$ cat src/hw/rtl/skpf_pkg.sv
// Shared types and constants for the scalar Kalman pose fusion block.
// Used by the divider, the axis lanes and the top level; no dependencies.
`timescale 1ns / 1ps
`default_nettype none

package skpf_pkg;

    localparam int AXES       = 3;
    localparam int WORD_W     = 32;
    localparam int DIFF_W     = 34;
    localparam int VAR_W      = 25;
    localparam int NOISE_W    = 24;
    localparam int GAIN_W     = 17;
    localparam int CFG_ADDR_W = 1;
    localparam int S_TDATA_W  = 2 * AXES * WORD_W;
    localparam int M_TDATA_W  = 144;

    localparam logic [VAR_W-1:0]   VAR_MAX  = {VAR_W{1'b1}};
    localparam logic [GAIN_W-1:0]  GAIN_MAX = {GAIN_W{1'b1}};

    localparam logic [NOISE_W-1:0] MEAS_NOISE_RESET = 24'd6554;
    localparam logic [NOISE_W-1:0] PROC_NOISE_RESET = 24'd655;

    localparam logic [CFG_ADDR_W-1:0] REG_MEAS_NOISE = 1'b0;
    localparam logic [CFG_ADDR_W-1:0] REG_PROC_NOISE = 1'b1;

    localparam logic CMD_FUSE = 1'b0;
    localparam logic CMD_INIT = 1'b1;

    typedef struct packed {
        logic init;
        logic load;
        logic step;
        logic kbit;
        logic commit;
    } lane_ctrl_t;

endpackage

`default_nettype wire

$ cat src/hw/rtl/skpf_divider.sv
// Restoring divider for the gain K = floor((P << FRAC_BITS) / (P + R)).
// One quotient bit per cycle; depends on skpf_pkg.
`timescale 1ns / 1ps
`default_nettype none

module skpf_divider #(
    parameter int FRAC_BITS = 16
) (
    input  wire logic                         aclk,
    input  wire logic                         aresetn,
    input  wire logic                         start,
    input  wire logic [skpf_pkg::VAR_W-1:0]   p,
    input  wire logic [skpf_pkg::NOISE_W-1:0] r,
    output logic                              done,
    output logic [FRAC_BITS-1:0]              quot
);
    import skpf_pkg::*;

    localparam int DIV_W = VAR_W + 1;
    localparam int REM_W = VAR_W + 2;
    localparam int CNT_W = $clog2(FRAC_BITS + 1);

    logic [DIV_W-1:0]     divisor_reg;
    logic [REM_W-1:0]     rem_reg;
    logic [FRAC_BITS-1:0] quot_reg;
    logic [CNT_W-1:0]     cnt_reg;
    logic                 done_reg;

    logic [NOISE_W-1:0] r_eff;
    logic [REM_W-1:0]   shifted;
    logic [REM_W-1:0]   diff;
    logic               ge;

    assign r_eff   = (r == '0) ? NOISE_W'(1) : r;
    assign shifted = {rem_reg[REM_W-2:0], 1'b0};
    assign ge      = shifted >= REM_W'(divisor_reg);
    assign diff    = shifted - REM_W'(divisor_reg);

    always_ff @(posedge aclk) begin
        if (!aresetn) begin
            cnt_reg  <= '0;
            done_reg <= 1'b0;
        end else begin
            done_reg <= 1'b0;
            if (start) begin
                cnt_reg <= CNT_W'(FRAC_BITS);
            end else if (cnt_reg != '0) begin
                cnt_reg  <= cnt_reg - CNT_W'(1);
                done_reg <= (cnt_reg == CNT_W'(1));
            end
        end
    end

    always_ff @(posedge aclk) begin
        if (start) begin
            divisor_reg <= DIV_W'(p) + DIV_W'(r_eff);
            rem_reg     <= REM_W'(p);
            quot_reg    <= '0;
        end else if (cnt_reg != '0) begin
            rem_reg  <= ge ? diff : shifted;
            quot_reg <= {quot_reg[FRAC_BITS-2:0], ge};
        end
    end

    assign done = done_reg;
    assign quot = quot_reg;

endmodule

`default_nettype wire

$ cat src/hw/rtl/skpf_lane.sv
// One axis lane: holds the estimate, forms enc + imu - 2*est and the
// shift-add product K*d, then rounds and saturates the new estimate.
// Depends on skpf_pkg.
`timescale 1ns / 1ps
`default_nettype none

module skpf_lane #(
    parameter int FRAC_BITS = 16
) (
    input  wire logic                              aclk,
    input  wire logic                              aresetn,
    input  wire skpf_pkg::lane_ctrl_t              ctrl,
    input  wire logic signed [skpf_pkg::WORD_W-1:0] enc,
    input  wire logic signed [skpf_pkg::WORD_W-1:0] imu,
    output logic signed [skpf_pkg::WORD_W-1:0]     est
);
    import skpf_pkg::*;

    localparam int ACC_W = FRAC_BITS + DIFF_W + 1;
    localparam int SUM_W = DIFF_W + 1;

    logic signed [WORD_W-1:0] est_reg;
    logic signed [DIFF_W-1:0] d_reg;
    logic signed [ACC_W-1:0]  acc_reg;

    logic signed [DIFF_W-1:0] d_next;
    logic signed [ACC_W-1:0]  acc_next;
    logic signed [ACC_W-1:0]  rounded;
    logic signed [DIFF_W-1:0] step_val;
    logic signed [SUM_W-1:0]  sum;
    logic signed [WORD_W-1:0] est_next;

    localparam logic signed [ACC_W-1:0] HALF = ACC_W'(1) <<< FRAC_BITS;
    localparam logic signed [SUM_W-1:0] WMAX = SUM_W'(2147483647);
    localparam logic signed [SUM_W-1:0] WMIN = -(SUM_W'(2147483647)) - SUM_W'(1);

    assign d_next   = DIFF_W'(enc) + DIFF_W'(imu) - (DIFF_W'(est_reg) <<< 1);
    assign acc_next = (acc_reg <<< 1) + (ctrl.kbit ? ACC_W'(d_reg) : ACC_W'(0));
    assign rounded  = acc_reg + HALF;
    assign step_val = $signed(rounded[ACC_W-1:FRAC_BITS+1]);
    assign sum      = SUM_W'(est_reg) + SUM_W'(step_val);

    always_comb begin
        if (sum > WMAX) begin
            est_next = WORD_W'(WMAX);
        end else if (sum < WMIN) begin
            est_next = WORD_W'(WMIN);
        end else begin
            est_next = sum[WORD_W-1:0];
        end
    end

    always_ff @(posedge aclk) begin
        if (!aresetn) begin
            est_reg <= '0;
        end else if (ctrl.init) begin
            est_reg <= enc;
        end else if (ctrl.commit) begin
            est_reg <= est_next;
        end
    end

    always_ff @(posedge aclk) begin
        if (ctrl.load) begin
            d_reg   <= d_next;
            acc_reg <= '0;
        end else if (ctrl.step) begin
            acc_reg <= acc_next;
        end
    end

    assign est = est_reg;

endmodule

`default_nettype wire

$ cat src/hw/rtl/scalar_kalman_pose_fusion.sv
// Top level of the scalar Kalman pose fusion: control sequencer, gain
// divider, three axis lanes and the variance/merge stage with output register.
// Depends on skpf_pkg, skpf_divider and skpf_lane.
//
// Channel   Dir  Handshake                  Payload
// s_        in   s_tvalid / s_tready        s_tdata pose pair, s_tuser cmd
// m_        out  m_tvalid / m_tready        m_tdata fused pose, variance, gain
// cfg_      in   cfg_wr_en                  cfg_addr, cfg_wr_data
//
// A fuse item runs the divider loop, the lanes' shift-add multiply loop,
// the variance and variance-update steps and then the output step; an
// init item goes straight to the output step. One item is in flight at a
// time; a stalled result holds the sequencer in its output step. Reset
// is synchronous.
`timescale 1ns / 1ps
`default_nettype none

module scalar_kalman_pose_fusion #(
    parameter int FRAC_BITS = 16
) (
    input  wire logic                              aclk,
    input  wire logic                              aresetn,
    input  wire logic                              s_tvalid,
    output logic                                   s_tready,
    // enc_x, enc_y, enc_heading, imu_x, imu_y, imu_heading
    input  wire logic [skpf_pkg::S_TDATA_W-1:0]    s_tdata,
    // cmd
    input  wire logic                              s_tuser,
    output logic                                   m_tvalid,
    input  wire logic                              m_tready,
    // fused_x, fused_y, fused_heading, variance_out, gain_out, zero pad
    output logic [skpf_pkg::M_TDATA_W-1:0]         m_tdata,
    input  wire logic                              cfg_wr_en,
    input  wire logic [skpf_pkg::CFG_ADDR_W-1:0]   cfg_addr,
    input  wire logic [skpf_pkg::NOISE_W-1:0]      cfg_wr_data
);
    import skpf_pkg::*;

    localparam logic [2:0] ST_IDLE = 3'd0;
    localparam logic [2:0] ST_DIV  = 3'd1;
    localparam logic [2:0] ST_MUL  = 3'd2;
    localparam logic [2:0] ST_VAR  = 3'd3;
    localparam logic [2:0] ST_VUPD = 3'd4;
    localparam logic [2:0] ST_OUT  = 3'd5;

    localparam int CNT_W  = $clog2(FRAC_BITS);
    localparam int PROD_W = FRAC_BITS + VAR_W + 1;
    localparam int VSUM_W = VAR_W + 2;
    localparam int KW     = (FRAC_BITS > GAIN_W) ? FRAC_BITS : GAIN_W;
    localparam int PAD_W  = M_TDATA_W - AXES * WORD_W - VAR_W - GAIN_W;

    localparam logic [VAR_W-1:0]   VAR_RESET = VAR_W'(1) << FRAC_BITS;
    localparam logic [FRAC_BITS:0] ONE_Q     = {1'b1, {FRAC_BITS{1'b0}}};

    logic [2:0]             state_reg;
    logic [NOISE_W-1:0]     meas_noise_reg;
    logic [NOISE_W-1:0]     proc_noise_reg;
    logic [VAR_W-1:0]       var_reg;
    logic [FRAC_BITS-1:0]   gain_reg;
    logic [CNT_W-1:0]       mul_cnt_reg;
    logic [PROD_W-1:0]      prod_reg;
    logic                   init_reg;
    logic                   m_tvalid_reg;
    logic [M_TDATA_W-1:0]   m_tdata_reg;

    logic                   accept;
    logic                   div_done;
    logic [FRAC_BITS-1:0]   div_quot;
    lane_ctrl_t             lane_ctrl;
    logic signed [WORD_W-1:0] est_w [AXES];
    logic [FRAC_BITS:0]     one_minus_k;
    logic [PROD_W-1:0]      prod_next;
    logic [VSUM_W-1:0]      var_sum;
    logic [VAR_W-1:0]       var_next;
    logic [KW-1:0]          gain_ext;
    logic [GAIN_W-1:0]      gain_field;
    logic                   out_free;

    assign s_tready = (state_reg == ST_IDLE);
    assign accept   = s_tvalid && s_tready;
    assign out_free = !m_tvalid_reg || m_tready;

    always_ff @(posedge aclk) begin
        if (!aresetn) begin
            meas_noise_reg <= MEAS_NOISE_RESET;
            proc_noise_reg <= PROC_NOISE_RESET;
        end else if (cfg_wr_en) begin
            unique case (cfg_addr)
                REG_MEAS_NOISE: meas_noise_reg <= cfg_wr_data;
                REG_PROC_NOISE: proc_noise_reg <= cfg_wr_data;
                default: ;
            endcase
        end
    end

    skpf_divider #(.FRAC_BITS(FRAC_BITS)) u_div (
        .aclk    (aclk),
        .aresetn (aresetn),
        .start   (accept && (s_tuser == CMD_FUSE)),
        .p       (var_reg),
        .r       (meas_noise_reg),
        .done    (div_done),
        .quot    (div_quot)
    );

    always_comb begin
        lane_ctrl.init   = accept && (s_tuser == CMD_INIT);
        lane_ctrl.load   = accept && (s_tuser == CMD_FUSE);
        lane_ctrl.step   = (state_reg == ST_MUL);
        lane_ctrl.kbit   = gain_reg[mul_cnt_reg];
        lane_ctrl.commit = (state_reg == ST_VAR);
    end

    for (genvar i = 0; i < AXES; i++) begin : g_lane
        skpf_lane #(.FRAC_BITS(FRAC_BITS)) u_lane (
            .aclk    (aclk),
            .aresetn (aresetn),
            .ctrl    (lane_ctrl),
            .enc     ($signed(s_tdata[WORD_W*i +: WORD_W])),
            .imu     ($signed(s_tdata[WORD_W*(AXES+i) +: WORD_W])),
            .est     (est_w[i])
        );
    end

    assign one_minus_k = ONE_Q - {1'b0, gain_reg};
    assign prod_next   = PROD_W'(one_minus_k) * PROD_W'(var_reg);
    assign var_sum     = VSUM_W'(prod_reg[PROD_W-1:FRAC_BITS]) + VSUM_W'(proc_noise_reg);
    assign var_next    = (var_sum > VSUM_W'(VAR_MAX)) ? VAR_MAX : var_sum[VAR_W-1:0];
    assign gain_ext    = KW'(gain_reg);
    assign gain_field  = init_reg ? '0 :
                         (gain_ext > KW'(GAIN_MAX)) ? GAIN_MAX : gain_ext[GAIN_W-1:0];

    always_ff @(posedge aclk) begin
        if (!aresetn) begin
            state_reg    <= ST_IDLE;
            var_reg      <= VAR_RESET;
            m_tvalid_reg <= 1'b0;
        end else begin
            if (m_tvalid_reg && m_tready) begin
                m_tvalid_reg <= 1'b0;
            end
            unique case (state_reg)
                ST_IDLE: begin
                    if (accept) begin
                        state_reg <= (s_tuser == CMD_INIT) ? ST_OUT : ST_DIV;
                    end
                end
                ST_DIV: begin
                    if (div_done) begin
                        state_reg <= ST_MUL;
                    end
                end
                ST_MUL: begin
                    if (mul_cnt_reg == '0) begin
                        state_reg <= ST_VAR;
                    end
                end
                ST_VAR: begin
                    state_reg <= ST_VUPD;
                end
                ST_VUPD: begin
                    var_reg   <= var_next;
                    state_reg <= ST_OUT;
                end
                ST_OUT: begin
                    if (out_free) begin
                        m_tvalid_reg <= 1'b1;
                        state_reg    <= ST_IDLE;
                    end
                end
                default: state_reg <= ST_IDLE;
            endcase
        end
    end

    always_ff @(posedge aclk) begin
        if (accept) begin
            init_reg <= (s_tuser == CMD_INIT);
        end
        if (state_reg == ST_DIV && div_done) begin
            gain_reg    <= div_quot;
            mul_cnt_reg <= CNT_W'(FRAC_BITS - 1);
        end else if (state_reg == ST_MUL) begin
            mul_cnt_reg <= mul_cnt_reg - CNT_W'(1);
        end
        if (state_reg == ST_VAR) begin
            prod_reg <= prod_next;
        end
        if (state_reg == ST_OUT && out_free) begin
            m_tdata_reg <= {{PAD_W{1'b0}}, gain_field, var_reg,
                            est_w[2], est_w[1], est_w[0]};
        end
    end

    assign m_tvalid = m_tvalid_reg;
    assign m_tdata  = m_tdata_reg;

`ifndef NO_ASSERTIONS
    a_div_done_in_div: assert property (@(posedge aclk) disable iff (!aresetn)
        div_done |-> (state_reg == ST_DIV))
        else $error("divider finished outside the divide step");

    a_fuse_starts_div: assert property (@(posedge aclk) disable iff (!aresetn)
        (accept && (s_tuser == CMD_FUSE)) |=> (state_reg == ST_DIV))
        else $error("fuse item did not start the divider");

    a_init_keeps_var: assert property (@(posedge aclk) disable iff (!aresetn)
        (accept && (s_tuser == CMD_INIT)) |=> ((state_reg == ST_OUT) && $stable(var_reg)))
        else $error("init item changed the variance");

    a_out_waits: assert property (@(posedge aclk) disable iff (!aresetn)
        ((state_reg == ST_OUT) && m_tvalid_reg && !m_tready) |=> (state_reg == ST_OUT))
        else $error("result left its step while the output was stalled");
`endif

endmodule

`default_nettype wire
$ cat config.mk
export PLATFORM = sky130hd
export DESIGN_NAME = scalar_kalman_pose_fusion
export DESIGN_NICKNAME = d
export VERILOG_FILES = /design/src/hw/rtl/skpf_pkg.sv /design/src/hw/rtl/skpf_divider.sv /design/src/hw/rtl/skpf_lane.sv /design/src/hw/rtl/scalar_kalman_pose_fusion.sv
export SDC_FILE = /design/constraint.sdc
export NUM_CORES = 2
export LEC_CHECK = 0
export BUFFER_PORTS_ARGS = -buffer_cell sky130_fd_sc_hd__buf_2
export CAP_MARGIN = 20
export CELL_PAD_IN_SITES_DETAIL_PLACEMENT = 2
export CELL_PAD_IN_SITES_GLOBAL_PLACEMENT = 2
export CORE_AREA = 10 10 440 442
export DETAILED_ROUTE_END_ITERATION = 8
export DIE_AREA = 0 0 450 452
export PLACE_DENSITY_LB_ADDON = 0.1
export RECOVER_POWER = 50
export SYNTH_ARGS = -nofsm -noshare
export SYNTH_HDL_FRONTEND = slang
export SYNTH_SLANG_ARGS = --single-unit
export TNS_END_PERCENT = 100
$ cat constraint.sdc
create_clock -name aclk -period 7.9 [get_ports aclk]
set_clock_uncertainty 0.2 [all_clocks]
set_input_delay 1.185 -clock aclk [delete_from_list [all_inputs] [get_ports aclk]]
set_output_delay 1.185 -clock aclk [all_outputs]
set_load 0.03 [all_outputs]
==> out/qor.json <==
{
  "cells_and_area": {
    "multi_input_gate_area_in_the_final_layout_um2": 43000,
    "num-fill-cells": 20800,
    "layout.area.seq_um2": 17100,
    "layout-drive-gt1-share_pct": 9.42,
    "postLayoutCoreUtil_pct": 39.7,
    "area_growth_pct": 14.2,
    "largest_reg_flops": 153,
    "num-nets-final": 9020
  },
  "setup_path": {
    "startpoint_type": "register",
    "regToRegSetupSlack_ns": -0.001,
    "reg2reg_from": "gain_reg[2]$_DFFE_PP_",
    "cp-startpoint": "gain_reg[2]$_DFFE_PP_",
    "cp_num_buf_inv": 5,
    "cp.arrival_ns": 8.16,
    "number_of_cells_on_the_critical_path": 29,
    "cell_at_the_slowest_stage_of_the_critical_path": "fa_1",
    "required_time_at_the_worst_slack_endpoint_ns": 8.16,
    "rr_endpoint": "prod_reg[35]$_DFFE_PP_",
    "setup.worst_path.end": "prod_reg[35]$_DFFE_PP_",
    "worst_r2r_path_depth": 29,
    "peak_per_stage_delay_on_the_critical_path_ns": 0.58,
    "critical_path.top_delay_family": "adder cells",
    "crit_top_cell": "fa_1",
    "timing.critical_path.fanout_max": 5,
    "timing_worst_setup_path_type": "register to register",
    "endpoint_kind": "register"
  },
  "floorplanning": {
    "row_count": 158,
    "fp.dieArea_um2": 203000,
    "chipHeight_um": 452,
    "initial_utilization_pct": 34.8,
    "coreArea_um2": 185000,
    "io_pins": 369,
    "die_width_um": 450
  },
  "routing": {
    "drtAntennaViolNets": 0,
    "route.final.wire_length_um": 234000,
    "vias_per_cell": 5.28,
    "drt_pass1_iterations": 5,
    "wl_per_cell_um": 22.5,
    "via_total_after_detailed_routing": 54700,
    "drc_errors": 0,
    "drt-initial-drc-count": 2303
  },
  "cts": {
    "clock-root-buffer": "clkbuf_16",
    "cts_tree": "built",
    "cts_hold_buffers": 0,
    "numCtsBuffers": 93,
    "clock_sinks": 686,
    "h-tree-depth": 3,
    "clock_path_buffers": 3,
    "latest_clock_arrival_within_the_worst_skew_pair_ns": 0.72,
    "path_clk_slew_ns": 0.06
  },
  "timing": {
    "number_of_endpoints_failing_setup_at_the_final_stage": 1,
    "transition_time_at_the_pin_with_the_least_slew_margin_ns": 5.58,
    "final_hold_viol_count": 0,
    "setup_slack_ns": -0.00137,
    "timing.final.max_slew_violations": 437,
    "final_clock_period_utilization_by_the_worst_path_pct": 100,
    "clock.fmax_mhz": 127,
    "timing.final.crit_period_ns": 7.90,
    "fin_tns_setup_ns": -0.00137,
    "rsz0062_at_grt": "true",
    "slew-limit-headroom_pct": -272
  },
  "grt": {
    "grt.total_usage_pct": 22.5,
    "grt_overflow_total": 0,
    "first_global_vias": 61600,
    "maximum_number_of_pins_on_one_net_before_global_route_repair": 156,
    "grt_pass1_wl_um": 366000,
    "initial_antenna_violation_count": 8
  },
  "job": {
    "drv_cap": 7
  },
  "synth": {
    "netlist_area_um2": 64200,
    "yosys_top_cell_area_share_pct": 15.6,
    "synth_top_flop_cell": "dfxtp_1",
    "postSynth.asyncResetShare_pct": 0,
    "synth_area_leaders": "edfxtp_1, fa_1, dfxtp_1",
    "synthesis.yosys.warnings": 0,
    "synth_enable_flop_cells": 333,
    "synth_top_cell_by_area": "edfxtp_1",
    "syn-mean-instance-area_um2": 8.62,
    "synth.lib_cells_used.distinct": 112,
    "number_of_synthesized_register_bits": 686,
    "synthCells": 7451,
    "ys_seq_area_share_pct": 26.6
  },
  "placement": {
    "number_of_port_buffers": 361,
    "dp.final_hpwl_um": 183000,
    "finalWeightedCongestion": 0.842
  },
  "power_and_ir_drop": {
    "power.leakage_nw": 33.4,
    "ir_drop_mv": 0.178,
    "cellPowerDensity_nw_per_um2": 229,
    "post-layout-total-power_mw": 16.8
  },
  "outcome": {
    "outcome": "finished, violations left",
    "violations": "max-capacitance violations, max-slew violations, negative setup slack"
  },
  "worst_hold_path": {
    "holdCritPathClass": "register to register"
  }
}
-- worst min path at each step --
stage / from / end / slack [ns] / cells after the start
2_1_floorplan: u_div.quot[15]$_SDFFE_PP0P_ / gain_reg[15]$_DFFE_PP_ / 0.21 / 0
6_report: u_div.quot[13]$_SDFFE_PP0P_ / gain_reg[13]$_DFFE_PP_ / 0.26 / 0
3_3_place_gp: u_div.quot[15]$_SDFFE_PP0P_ / gain_reg[15]$_DFFE_PP_ / 0.22 / 0
5_1_grt: u_div.quot[15]$_SDFFE_PP0P_ / gain_reg[15]$_DFFE_PP_ / 0.26 / 0
3_5_place_dp: u_div.quot[15]$_SDFFE_PP0P_ / gain_reg[15]$_DFFE_PP_ / 0.24 / 0
4_1_cts: u_div.quot[15]$_SDFFE_PP0P_ / gain_reg[15]$_DFFE_PP_ / 0.25 / 0
-- metal layers --
metal  wire [um]  global-route usage (%)  vias up
li1            -                       -    25900
met5          13                       0        -
met1      102000                    28.2    27700
met2      115000                    39.7      791
met4        8950                    8.16        2
met3        7040                    2.70      334
-- cell usage after synthesis (all sizes together) (98+ instances only) --
cell type / instances
xnor2: 346
a21oi: 639
fa: 447
xor2: 152
nor2: 322
nand3: 152
and2: 256
nand2: 982
o21ai: 257
ha: 544
edfxtp: 333
o211ai: 98
nor3: 104
a21o: 204
inv: 963
dfxtp: 353
clkbuf: 263
-- cell type report --
type                    instances  area share [%]
flip-flops and latches        686            23.3
diodes                          5          0.0171
inverters                     964            4.94
repair buffers                571            4.65
clock inverters                44           0.620
clock buffers                 126            3.61
multi-input cells            5490            58.6
well taps                    2480            4.23
-- placed cells by master, fill, tap and decap left out, types with 69 or more instances in the layout --
cell type  instances
o21ai_0          238
nand2_1          968
edfxtp_1         333
dfxtp_1          353
and2_1           245
xnor2_1          336
nor3_1            96
and3_1            69
a21oi_1          627
fa_1             441
buf_2            213
ha_1             533
clkbuf_16         98
nand3_1          147
xor2_1           148
o211ai_1          97
a21o_1           204
clkbuf_1         184
buf_4            154
nor2_1           310
inv_1            951
nor2b_1           85
-- where the power goes --
part	switching, mW	leakage [nW]	internal (mW)
clock network	1.81	1.53	2.60
registers	0.335	5.96	4.29
logic	4.66	25.9	3.08
-- what timing repair did --
item                       in CTS  in global routing
setup endpoints to repair       9                 12
pin swaps                      26                 69
gates cloned                    1                  0
setup buffers                  20                 18
resized for setup              48                102
-- cells by family after synthesis --
logic type	share of synthesized area, %
AO/OA/AOI/OAI	17.1
XOR/XNOR	6.79
adder cells (fa/ha/maj)	24.5
buffers and inverters	7.65
flip-flops	26.6
multiplexers	0.614
other	0.00584
AND/OR/NAND/NOR	16.7
-- through the flow --
stage	hold WS (ns)	area, um^2	setup slack (ns)	std cells
6_report	0.259	73300	-0.00137	10400
5_1_grt	0.263	73300	-0.325	10400
4_1_cts	0.251	73000	0.00557	10300
3_5_place_dp	0.236	69500	-0.402	10200
3_3_place_gp	0.223	69500	-0.252	10200
2_1_floorplan	0.208	64200	0.0147	7457
Power figures use the tool's default switching activity.
